File: src/hw/rtl/msd_pkg.sv
`timescale 1ns / 1ps
`default_nettype none

package msd_pkg;

  // fixed-point format
  localparam int FRAC = 16;

  // shared multiplier: A operand by B operand, B taken one digit per cycle
  localparam int MUL_A_W   = 64;
  localparam int MUL_B_W   = 40;
  localparam int MUL_DIG   = 8;
  localparam int MUL_STEPS = MUL_B_W / MUL_DIG;
  localparam int MUL_P_W   = MUL_A_W + MUL_B_W;

  // restoring divider
  localparam int DIV_N_W = 50;
  localparam int DIV_D_W = 34;

  // square root
  localparam int RAD_W  = 66;
  localparam int ROOT_W = RAD_W / 2;

  // internal magnitude clamp at 2^62-1
  localparam int MAG_W = 62;
  localparam logic [MAG_W-1:0] CAP = {MAG_W{1'b1}};

  localparam logic signed [63:0] F48_MAX = 64'sh0000_7FFF_FFFF_FFFF;
  localparam logic signed [63:0] F48_MIN = -64'sh0000_8000_0000_0000;

  localparam logic [16:0] ONE_FX = 17'h10000;

  // register indexes
  localparam logic [2:0] REG_DAMPING = 3'd0;
  localparam logic [2:0] REG_NATFREQ = 3'd1;
  localparam logic [2:0] REG_MASS    = 3'd2;
  localparam logic [2:0] REG_REST    = 3'd3;
  localparam logic [2:0] REG_CHAINS  = 3'd4;
  localparam logic [2:0] REG_RELAX   = 3'd5;

  typedef struct packed {
    logic signed [31:0] attach_x;
    logic signed [31:0] attach_y;
    logic signed [31:0] attach_z;
    logic signed [31:0] anchor_x;
    logic signed [31:0] anchor_y;
    logic signed [31:0] anchor_z;
    logic signed [31:0] vel_x;
    logic signed [31:0] vel_y;
    logic signed [31:0] vel_z;
  } in_item_t;

  typedef struct packed {
    logic signed [47:0] force_x;
    logic signed [47:0] force_y;
    logic signed [47:0] force_z;
    logic               slack;
    logic               saturated;
  } out_item_t;

  typedef enum logic [4:0] {
    OP_RSQ, OP_SQ0, OP_SQ1, OP_SQ2, OP_SQRT,
    OP_DIV0, OP_DIV1, OP_DIV2, OP_DV0, OP_DV1, OP_DV2,
    OP_PW, OP_PWM, OP_CDIV, OP_WW, OP_WWM, OP_KDIV, OP_CV, OP_KE,
    OP_AD0, OP_AD1, OP_AD2, OP_RR0, OP_RR1, OP_RR2, OP_PR0, OP_PR1, OP_PR2
  } op_t;

  typedef enum logic [1:0] {
    UNIT_MUL, UNIT_DIV, UNIT_SQRT
  } unit_t;

  typedef enum logic [2:0] {
    ST_IDLE, ST_ISSUE, ST_WAIT, ST_CHECK, ST_FINISH
  } st_t;

  typedef struct packed {
    logic load;
    logic start;
    logic clear;
    logic emit;
    op_t  op;
  } ctrl_cmd_t;

  typedef struct packed {
    logic done;
    logic taut;
    logic out_free;
  } ctrl_stat_t;

  function automatic op_t op_next(input op_t op);
    op_t n;
    case (op)
      OP_RSQ:  n = OP_SQ0;
      OP_SQ0:  n = OP_SQ1;
      OP_SQ1:  n = OP_SQ2;
      OP_SQ2:  n = OP_SQRT;
      OP_SQRT: n = OP_DIV0;
      OP_DIV0: n = OP_DIV1;
      OP_DIV1: n = OP_DIV2;
      OP_DIV2: n = OP_DV0;
      OP_DV0:  n = OP_DV1;
      OP_DV1:  n = OP_DV2;
      OP_DV2:  n = OP_PW;
      OP_PW:   n = OP_PWM;
      OP_PWM:  n = OP_CDIV;
      OP_CDIV: n = OP_WW;
      OP_WW:   n = OP_WWM;
      OP_WWM:  n = OP_KDIV;
      OP_KDIV: n = OP_CV;
      OP_CV:   n = OP_KE;
      OP_KE:   n = OP_AD0;
      OP_AD0:  n = OP_AD1;
      OP_AD1:  n = OP_AD2;
      OP_AD2:  n = OP_RR0;
      OP_RR0:  n = OP_RR1;
      OP_RR1:  n = OP_RR2;
      OP_RR2:  n = OP_PR0;
      OP_PR0:  n = OP_PR1;
      OP_PR1:  n = OP_PR2;
      default: n = OP_PR2;
    endcase
    return n;
  endfunction

  function automatic unit_t op_unit(input op_t op);
    unit_t u;
    case (op)
      OP_SQRT:                            u = UNIT_SQRT;
      OP_DIV0, OP_DIV1, OP_DIV2,
      OP_CDIV, OP_KDIV:                   u = UNIT_DIV;
      default:                            u = UNIT_MUL;
    endcase
    return u;
  endfunction

  function automatic logic [1:0] op_lane(input op_t op);
    logic [1:0] l;
    case (op)
      OP_SQ1, OP_DIV1, OP_DV1, OP_AD1, OP_RR1, OP_PR1: l = 2'd1;
      OP_SQ2, OP_DIV2, OP_DV2, OP_AD2, OP_RR2, OP_PR2: l = 2'd2;
      default:                                         l = 2'd0;
    endcase
    return l;
  endfunction

  // product shifted down by FRAC, magnitude clamped at CAP
  function automatic logic [MAG_W-1:0] shc(input logic [MUL_P_W-1:0] p);
    return (p[MUL_P_W-1:MAG_W+FRAC] != '0) ? CAP : p[MAG_W+FRAC-1:FRAC];
  endfunction

endpackage

`default_nettype wire

File: src/hw/rtl/msd_ctrl.sv
`timescale 1ns / 1ps
`default_nettype none

module msd_ctrl
  import msd_pkg::*;
(
  input  wire logic       clk,
  input  wire logic       rst,
  input  wire logic       in_valid,
  output logic            in_ready,
  input  wire ctrl_stat_t stat,
  output ctrl_cmd_t       cmd
);

  st_t state, state_next;
  op_t op, op_nx;

  always_ff @(posedge clk) begin
    if (rst) begin
      state <= ST_IDLE;
      op    <= OP_RSQ;
    end else begin
      state <= state_next;
      op    <= op_nx;
    end
  end

  always_comb begin
    state_next = state;
    op_nx      = op;
    unique case (state)
      ST_IDLE: begin
        if (in_valid) begin
          state_next = ST_ISSUE;
          op_nx      = OP_RSQ;
        end
      end
      ST_ISSUE: state_next = ST_WAIT;
      ST_WAIT: begin
        if (stat.done) begin
          if (op == OP_SQ2) begin
            state_next = ST_CHECK;
          end else if (op == OP_PR2) begin
            state_next = ST_FINISH;
          end else begin
            op_nx      = op_next(op);
            state_next = ST_ISSUE;
          end
        end
      end
      ST_CHECK: begin
        if (stat.taut) begin
          op_nx      = OP_SQRT;
          state_next = ST_ISSUE;
        end else begin
          state_next = ST_FINISH;
        end
      end
      ST_FINISH: begin
        if (stat.out_free) state_next = ST_IDLE;
      end
      default: state_next = ST_IDLE;
    endcase
  end

  always_comb begin
    in_ready  = 1'b0;
    cmd.load  = 1'b0;
    cmd.start = 1'b0;
    cmd.clear = 1'b0;
    cmd.emit  = 1'b0;
    cmd.op    = op;
    unique case (state)
      ST_IDLE: begin
        in_ready = !rst;
        cmd.load = in_valid && !rst;
      end
      ST_ISSUE:  cmd.start = 1'b1;
      ST_WAIT:   ;
      ST_CHECK:  cmd.clear = !stat.taut;
      ST_FINISH: cmd.emit  = stat.out_free;
      default:   ;
    endcase
  end

endmodule

`default_nettype wire

File: config.mk
export PLATFORM = sky130hd
export DESIGN_NAME = msd_ctrl
export DESIGN_NICKNAME = d
export VERILOG_FILES = /design/src/hw/rtl/msd_pkg.sv /design/src/hw/rtl/msd_ctrl.sv
export SDC_FILE = /design/constraint.sdc
export NUM_CORES = 1
export LEC_CHECK = 0
export ABC_AREA = 0
export BUFFER_PORTS_ARGS = -buffer_cell sky130_fd_sc_hd__buf_4
export CAP_MARGIN = 5
export CORE_MARGIN = 3
export CORE_UTILIZATION = 52
export CTS_BUF_LIST = sky130_fd_sc_hd__clkbuf_8
export CTS_CLUSTER_SIZE = 8
export DETAILED_ROUTE_END_ITERATION = 7
export PLACE_DENSITY_LB_ADDON = 0.15
export SLEW_MARGIN = 25
export SYNTH_ARGS = -nofsm -noshare
export SYNTH_HDL_FRONTEND = slang
export SYNTH_SLANG_ARGS = --single-unit
File: constraint.sdc
create_clock -name clk -period 2 [get_ports clk]
set_input_delay 0.2 -clock clk [delete_from_list [all_inputs] [get_ports clk]]
set_output_delay 0.2 -clock clk [all_outputs]
set_load 0.01 [all_outputs]
==> Yosys cells after proc, flatten, opt, wreduce, memory -nomap -nowiden <==
Memories as Yosys holds them, arrays and structs flattened. A register that Yosys moved wholly into a read port is not among the register bits.
Index checks and enable logic that the tools add are counted.
{ "totals": {"regBits": 8, "romBits": 160, "inputBits": 6, "word_cells": 42, "n_memories": 1} }
{ "memory_table": {"columns": ["name", "depth", "word_bits", "read_ports", "rd_clocked_by_memory_dff", "wr", "line_no", "source"], "rows": [
  ["(name not given)", 32, 5, 1, 1, 0, "msd_pkg.sv:92", "case (op)"]
]} }
{ "classes": {"eq_ne": 12, "mux": 20, "reduce_logical": 7} }
{ "op_table": {"columns": ["op", "n"], "rows": [
  ["5-bit 2-to-1 mux", 7],
  ["3-bit 2-to-1 mux", 6],
  ["3-bit one-hot mux with 5 select lines", 1],
  ["5-bit one-hot mux with 3 select lines", 1],
  ["2-bit inequality test, second input constant", 6],
  ["3-bit by 2-bit == test with 1-bit output, second input constant", 2],
  ["6-bit AND reduction", 1],
  ["5-bit by 2-bit == test with 1-bit output, second input constant", 1],
  ["5-bit == test, second input constant", 1],
  ["1-bit 2-to-1 mux", 5],
  ["3-bit by 1-bit == test with 1-bit output, second input constant", 1],
  ["3-bit == test, second input constant", 1],
  ["3-bit zero test", 1],
  ["3-bit AND reduction", 1],
  ["3-bit nonzero test", 1],
  ["1-bit zero test", 2],
  ["1-bit logical AND", 1]
]} }

==> Depth between registers and ports, before layout <==
Gate-level depths: netlist of the first run.
{ "depth": {"depth_word": 7, "ltp_mapped": 9} }

==> Worst setup path after synthesis of the first run <==
OpenSTA, ideal clock, no wires.
{ "synth_timing": {"path_kind": "flip-flop to flip-flop", "startpoint": "reg op[3]", "endpoint": "reg (tool-made name)", "setup_time_ns": 0.123, "arrival_time_ns": 2.056, "required_ns": 1.877, "setup_slack_ns": -0.179, "stages_incl_launch_ff": 9, "path_buffers": 1, "period_less_slack_ns": 2.179, "path_cell_list": "dfxtp_1 > clkbuf_1 > xnor2_1 > nand3_1 > nand2_4 > mux2i_1 > or2_2 > ha_1 > mux2_1"} }
{ "synth_lines": {"columns": ["item", "line_no", "source"], "rows": [
  ["start, declared", "msd_ctrl.sv:16", "op_t op, op_nx;"],
  ["start signal, assigned", "msd_ctrl.sv:24", "op <= op_nx;"]
]} }

==> flow_summary.ini, run 1 <==
[run_status]
status = complete, but fails checks
violations = setup timing

[sta]
finClkSkew_ns = 0.00486
slew_violations = 0
holdWs_ns = 0.260
period_needed_ns = 2.07
setup_viol = 1
setup-tns-final_ns = -0.0731
post-route-period-util_pct = 104
worst_slack_ns = -0.0731
slew_headroom_pct = 61.2
tightest_slew_ns = 0.575
fmax_ghz = 0.482
hold_violations = 0
rsz0062_at_grt = yes

[synthesis]
seq_area_frac_synth_pct = 26.8
synth_top_flop_cell = dfxtp_1
synthTopCellsByCount = nor2_1, dfxtp_1, nand2_1, nand3_1, clkbuf_1
synth_top_area_share_pct = 26.8
ys_types = 49
synth-edff-count = 0
yosys-top-cells-area = dfxtp_1, nor2_1, nand2_1
synth.cell_area_um2 = 971
synth_nets = 131
syn_inst = 124
ys_async_sr_fraction_pct = 0
yosysMostFrequentCell = nor2_1
post_synth.cell_area_avg_um2 = 7.83
ys_ff_latch = 13
synth_warnings = 0
synth_area_leader_cell = dfxtp_1

[drt]
wl_per_cell_um = 18.3
drt_iter0_markers = 81
firstDrtPassIters = 5
viasPerCell = 6.70
drt-total-wl_um = 3400
vias = 1246
drc_errors = 0
antenna_left = 0

[global_routing]
grt_overflow = 0
grt_pass1_vias = 1131
antenna_found_initial = 0
grt_pass1_wl_um = 5260
grt_max_degree = 18
grtUsageTotal_pct = 27.6

[die]
ioPinCount = 16
start_util_pct = 59.6
die_area_um2 = 2420
core_area_um2 = 1630
die_x_um = 49.2
die_y_um = 49.2
rows = 14

[job]
cap_viol_max_count = 0

[worst_hold_path]
hold_class = in2reg
worstHoldPathCells = 3
min_to = state[2]
hp-start = stat[0]

[worst_setup_path]
start_kind = register
cp-end-kind = register
critPathRequiredTime_ns = 2.13
crit_type = reg2reg
rr_worst_depth = 7
startpoint = state[1]
r2r-start = state[1]
worstPathArrival_ns = 2.20
reg2reg_slack_ns = -0.07
crit_path_max_fanout = 3

[cells_and_area]
drive_gt1_share_pct = 40.1
num-nets-final = 170
design_area_um2 = 1370
area_growth_pct = 40.9
diodes = 0
fill_cells = 94

[pwr]
peakVddDrop_mv = 0.538
p_leak_nw = 0.560
power.density_nw_per_um2 = 530

[place]
place_congestion = 0.928
hpwlAfterDp_um = 2270
postPlaceCellArea_um2 = 1250
dp_slack_ns = -0.130
io_buffers = 15

[clock_tree]
cts_max_level = 1
clock-sinks = 13
clock_latency_ns = 0.24
cts_buffers = 3
clockBufferDepth = 2
cts_tree = built
path_clk_slew_ns = 0.06
cts_root_buf = clkbuf_8
==> how the worst max path moves through the flow <==
stage / end / slack [ns] / cells past startpoint
after global placement: register / -0.03 / 9
after floorplan: register / -0.03 / 7
after CTS: register / -0.03 / 7
final: register / -0.07 / 7
after detailed placement: register / -0.13 / 9
after global routing: register / -0.15 / 9
==> through the flow <==
step                      utilization (%)  cells  total power, mW
final                                83.9    186            0.725
after detailed placement             76.9    176            0.469
after global placement               76.9    176            0.462
after CTS                            82.3    183            0.714
after global routing                 83.9    186            0.758
after floorplan                         -    124            0.388
==> layer usage <==
metal,vias to the layer above,routed length (um),track usage [%]
met1,568,1260,35.1
met4,0,195,15.6
met3,29,426,4.89
met2,115,1520,43.3
met5,-,0,0
li1,534,-,-
==> power breakdown <==
| group | switching [mW] | leakage [nW] | internal [mW] |
|---|---|---|---|
| Clock | 0.0945 | 0.0269 | 0.136 |
| Sequential | 0.00717 | 0.106 | 0.268 |
| Combinational | 0.114 | 0.427 | 0.106 |
==> logic make-up after synthesis <==
logic type                 count (synthesis)  synth area share [%]
AOI/OAI and AO/OA                         28                  22.2
xor gates and xnor gates                   2                  1.80
adders and majority gates                  1                  1.29
buffers and inverters                     12                  5.54
DFF                                       13                  26.8
muxes                                      8                  8.76
and+or+nand+nor                           60                  33.6
==> cell type report <==
type                    instances  area (um2)  share of cell area, %
multi-input cells              99         698                   51.1
well taps                      24        30.0                   2.20
clock buffers                   3        41.3                   3.02
inverters                       4        15.0                   1.10
clock inverters                 1        3.75                  0.274
flip-flops and latches         13         264                   19.3
repair buffers                 42         315                   23.1
==> placed cells by master (no fill, tap or decap), types with 2 or more instances in the layout <==
| cell | netlist | routed |
|---|---|---|
| o31ai_1 | 2 | 2 |
| nor2_1 | 15 | 15 |
| buf_4 | 2 | 42 |
| and3_1 | 2 | 2 |
| a211oi_1 | 3 | 3 |
| o22ai_1 | 2 | 2 |
| inv_1 | 4 | 4 |
| and2_1 | 2 | 2 |
| clkbuf_8 | 0 | 3 |
| nor4_1 | 2 | 2 |
| nor3_1 | 3 | 3 |
| mux2_2 | 3 | 3 |
| dfxtp_2 | 0 | 3 |
| mux2i_1 | 4 | 2 |
| nand2b_1 | 2 | 2 |
| nand3_1 | 7 | 6 |
| nand4_1 | 3 | 3 |
| o41ai_1 | 2 | 2 |
| o21a_1 | 2 | 2 |
| nor3b_1 | 2 | 2 |
| mux2i_2 | 0 | 2 |
| o21ai_0 | 4 | 3 |
| nand2_1 | 12 | 12 |
| dfxtp_1 | 13 | 10 |
==> critical path, cell delays in order (launching register included) <==
cell and delay [ns]:
dfxtp_2 0.32, or4b_4 0.57, o21ai_4 0.11, nand2_4 0.08
mux2i_2 0.16, or2_4 0.24, ha_4 0.23, mux2_4 0.25
==> what timing repair did <==
| action | 4_1_cts | 5_1_grt |
|---|---|---|
| pin swaps | 4 | 6 |
| setup buffers | 3 | 3 |
| gates resized for setup | 6 | 3 |
| hold buffers | 0 | 0 |
| setup endpoints to repair | 1 | 2 |
No activity file was read; power rests on OpenSTA's default activity.
==> run 2: changes to the inputs <==
==> constraint.sdc (replaced) <==
create_clock -name clk -period 2 [get_ports clk]
set_input_delay 0.2 -clock clk [delete_from_list [all_inputs] [get_ports clk]]
set_output_delay 0.2 -clock clk [all_outputs]
set_load 0.1 [all_outputs]
==> run 2 against run 1 <==
Net effect:
- register-to-register slack hardly changed
- critical path type unchanged
- critical path depth unchanged
- largest power group is now combinational logic
- core utilization increased by 3.2 points
- highest routed layer unchanged
- cell count fell by 2.2%
- die area stayed put
- clock power barely moved
- via count down 6.3%
- the flow still finishes with violations (setup timing)
- setup slack got worse by 0.0038 ns
- combinational power is 30% higher
- total power up 8.7%
==> flow_summary.ini, run 2 (synthesis gave the netlist of run 1 again) <==
[place]
hpwlAfterDp_um = 2200
io_buffers = 15
place_congestion = 0.969

[pwr]
clkPwrFrac_pct = 29.3
finalPower_uw = 788
pwr-share-seq_pct = 34.5
internal-power_uw = 511
netSwitchingFraction_pct = 35.1
p_leak_nw = 0.562
peakVddDrop_mv = 0.390
switchingPower_uw = 277
power.density_nw_per_um2 = 555
power_frac_comb_pct = 36.2

[global_routing]
grt_pass1_vias = 1042
grt_overflow = 0
grt_pass1_wl_um = 5210
grt_max_degree = 18
grtUsageTotal_pct = 27.5
antenna_found_initial = 0

[cells_and_area]
layout_common_cells = buf_4, nor2_1, nand2_1
mostFrequentLayoutCell = buf_4
fill_cells = 81
num-nets-final = 166
finish.utilization_pct = 87.2
area_growth_pct = 46.3
drive_gt1_share_pct = 45.6
diodes = 0

[sta]
tightest_slew_ns = 0.621
setup-tns-final_ns = -0.0769
rsz0062_at_grt = yes
slew_violations = 0
finClkSkew_ns = 0.00134
post-route-period-util_pct = 104
setup_viol = 1
fmax_ghz = 0.481
period_needed_ns = 2.08
slew_headroom_pct = 58.0
worst_slack_ns = -0.0769
hold_violations = 0

[drt]
drt_iter0_markers = 120
drc_errors = 0
firstDrtPassIters = 5
antenna_left = 0
viasPerCell = 6.41
wl_per_cell_um = 18.7
drt-total-wl_um = 3400
vias = 1167

[worst_setup_path]
worstPathArrival_ns = 2.20
critPathRequiredTime_ns = 2.13
crit_type = reg2reg
reg2reg_slack_ns = -0.08
startpoint = state[0]
cp-end-kind = register
r2r-start = state[0]
crit_path_max_fanout = 5
rr_worst_depth = 7
start_kind = register

[die]
ioPinCount = 16
rows = 14
start_util_pct = 59.6
die_area_um2 = 2420
die_x_um = 49.2
die_y_um = 49.2
core_area_um2 = 1630

[run_status]
status = complete, but fails checks
violations = setup timing

[clock_tree]
clock-sinks = 13
cts_max_level = 1
cts.hold.buffers_added = 0
cts_buffers = 3
path_clk_slew_ns = 0.06
clock_latency_ns = 0.24
cts_tree = built
clockBufferDepth = 2
cts_root_buf = clkbuf_8

[job]
cap_viol_max_count = 0

[worst_hold_path]
worstHoldPathCells = 3
hp-start = stat[1]
hold_class = in2reg
min_to = state[0]
## run 2: cell types whose count changed in the layout (fill, tap and decap cells not counted), sizes merged
| cell | before | now |
|---|---|---|
| buf | 42 | 38 |
## run 2: worst max-delay path: stages (launching register included)
cell and delay [ns]:
dfxtp_2 0.36, or4b_4 0.53, o21ai_4 0.13, nand2_4 0.08, mux2i_2 0.16, or2_4 0.25
ha_4 0.20, mux2_4 0.25
## run 2: area by class of cell
type                    instances  area, um2  area share, %
clock buffers                   3       41.3           2.91
repair buffers                 38        285           20.1
inverters                       4       15.0           1.06
well taps                      24       30.0           2.11
flip-flops and latches         13        283           19.9
clock inverters                 1       3.75          0.264
multi-input cells              99        762           53.7
## run 2: what timing repair did
action | in CTS | in global routing
endpoints found under the setup margin | 1 | 2
pin swaps | 3 | 0
buffers inserted | 3 | 2
gates resized for setup | 2 | 6
## run 2: through the flow
stage	worst slack, ns	hold WS [ns]	instances	cell area [um2]
global route	-0.121	0.277	182	1420
detailed placement	-0.0483	0.509	173	1310
CTS	-0.0184	0.261	180	1380
global placement	0.00363	0.504	173	1310
floorplan	-0.313	0.357	124	1090
finish	-0.0769	0.269	182	1420
## run 2: worst max path at each step
stage                     slack, ns        to  depth (start not counted)
after CTS                     -0.02  register                          7
after floorplan               -0.31    cmd[8]                          3
after global placement        0.004  register                          7
after detailed placement      -0.05  register                          7
after global routing          -0.12  register                          7
final                         -0.08  register                          7
## run 2: layer usage
metal,GRT usage (%),part of all wire [%]
met1,36.3,39
met2,45.3,43
met3,3.98,14
met4,8.53,3.7
met5,0,0
## run 2: power by group through the flow
stage,Combinational (mW),Clock [mW],Sequential [mW]
final,0.285,0.231,0.272
after global routing,0.297,0.257,0.273
after CTS,0.264,0.230,0.270
after detailed placement,0.254,0,0.276
after global placement,0.250,0,0.275
after floorplan,0.170,0,0.283
==> run 3: changes to the inputs <==
Settings changed: CELL_PAD_IN_SITES_DETAIL_PLACEMENT set to 2, CELL_PAD_IN_SITES_GLOBAL_PLACEMENT set to 2, CORE_UTILIZATION 52 to 30.
==> run 3 against run 2 <==
Net effect:
- the flow still finishes with violations (setup timing)
- register-to-register slack worse by 0.02 ns
- cell count increased by 11%
- final area up 2.3%
- critical path depth stayed put
- non-clock buffer count unchanged
- largest cell class unchanged
==> flow_summary.ini, run 3 (synthesis gave the netlist of run 1 again) <==
[sta]
slew_headroom_pct = 56.8
finClkSkew_ns = 0.00532
post-route-period-util_pct = 105
period_needed_ns = 2.10
fmax_ghz = 0.476
hold_violations = 0
setup-tns-final_ns = -0.101
worst_slack_ns = -0.101
tightest_slew_ns = 0.639
setup_viol = 1
holdWs_ns = 0.257
rsz0062_at_grt = yes
slew_violations = 0

[die]
die_x_um = 62.9
die_area_um2 = 3960
rows = 20
start_util_pct = 31.5
ioPinCount = 16
die_y_um = 62.9
core_area_um2 = 3080

[clock_tree]
cts_setup_buffers = 0
cts_max_level = 1
cts_tree = built
clockBufferDepth = 2
clock_latency_ns = 0.24
cts_root_buf = clkbuf_8
cts_buffers = 3
path_clk_slew_ns = 0.06
cts.hold.buffers_added = 0
clock-sinks = 13

[job]
cap_viol_max_count = 0

[place]
io_buffers = 15
hpwlAfterDp_um = 3230
place_congestion = 0.788
place_inst = 198
postPlaceCellArea_um2 = 1370
dp_slack_ns = -0.134

[cells_and_area]
seq_area_um2 = 283
mostFrequentLayoutCell = buf_4
design_area_um2 = 1450
fill_cells = 346
layout.cells.non_filler = 202
finish.utilization_pct = 47.2
layout_common_cells = buf_4, nor2_1, nand2_1
multiInputGateArea_um2 = 769
drive_gt1_share_pct = 46.2
area_growth_pct = 49.6
num-nets-final = 166
diodes = 0

[global_routing]
grt_pass1_wl_um = 6900
grt_max_degree = 18
grt_pass1_vias = 1285
grtUsageTotal_pct = 22.8
antenna_found_initial = 0
grt_overflow = 0

[drt]
vias = 1118
wl_per_cell_um = 21.3
viasPerCell = 5.53
antenna_left = 0
drc_errors = 0
drt-total-wl_um = 4300
drt_iter0_markers = 22
firstDrtPassIters = 4

[worst_setup_path]
critPathRequiredTime_ns = 2.13
slowest_stage = or4b_4
cp-end-kind = register
start_kind = register
path_delay_family = simple AND/OR/NAND/NOR gates
path_buf_inv = 0
worstPathArrival_ns = 2.23
path_cells = or4b_4 -> o21ai_4 -> nand2_4 -> mux2i_1 -> or2_4 -> ha_4 -> mux2_4
slowest_delay_ns = 0.56
crit_path_max_fanout = 5
crit_type = reg2reg

[run_status]
status = complete, but fails checks
violations = setup timing

[pwr]
p_leak_nw = 0.560
finalPower_uw = 800
power.density_nw_per_um2 = 550
peakVddDrop_mv = 0.261

[worst_hold_path]
hold_class = in2reg
==> run 3: where the power goes <==
group	internal (mW)	switching, mW	leakage, nW
Clock	0.136	0.101	0.0269
Sequential	0.262	0.00953	0.110
Combinational	0.112	0.180	0.423
Total	0.509	0.290	0.560
==> run 3: tightest hold or removal path: stages <==
cell and delay [ns]:
buf_4 0.09, o22a_1 0.13, nor2_1 0.04
==> run 3: per-layer routing <==
layer	up-vias	GRT usage (%)	part of all wire, %
li1	521	-	-
met1	563	26.1	41
met2	24	39.4	53
met3	10	5.04	3.4
met4	0	11.0	2.9
met5	-	0	0
==> run 3: repair_timing <==
item	in CTS	in global routing
setup endpoints to repair	1	3
pin swaps	1	2
gates resized for setup	3	6
endpoints found under the hold margin	0	0
gates cloned	0	0
==> run 3: layout make-up <==
| cell class | instances | share of cell area (%) |
|---|---|---|
| Clock buffer | 3 | 2.84 |
| Timing Repair Buffer | 38 | 19.6 |
| Multi-Input combinational cell | 99 | 53.0 |
| Sequential cell | 13 | 19.5 |
| Tap cell | 44 | 3.79 |
| Inverter | 4 | 1.03 |
| Clock inverter | 1 | 0.258 |
==> run 3: worst paths after layout <==
check	from	end	slack (ns)	depth (start not counted)
setup / recovery	state[2]	register	-0.10	7
hold / removal	stat[0]	state[2]	0.26	3
hold reg to reg	register	op[0]	0.54	2
setup reg to reg	state[2]	register	-0.10	7
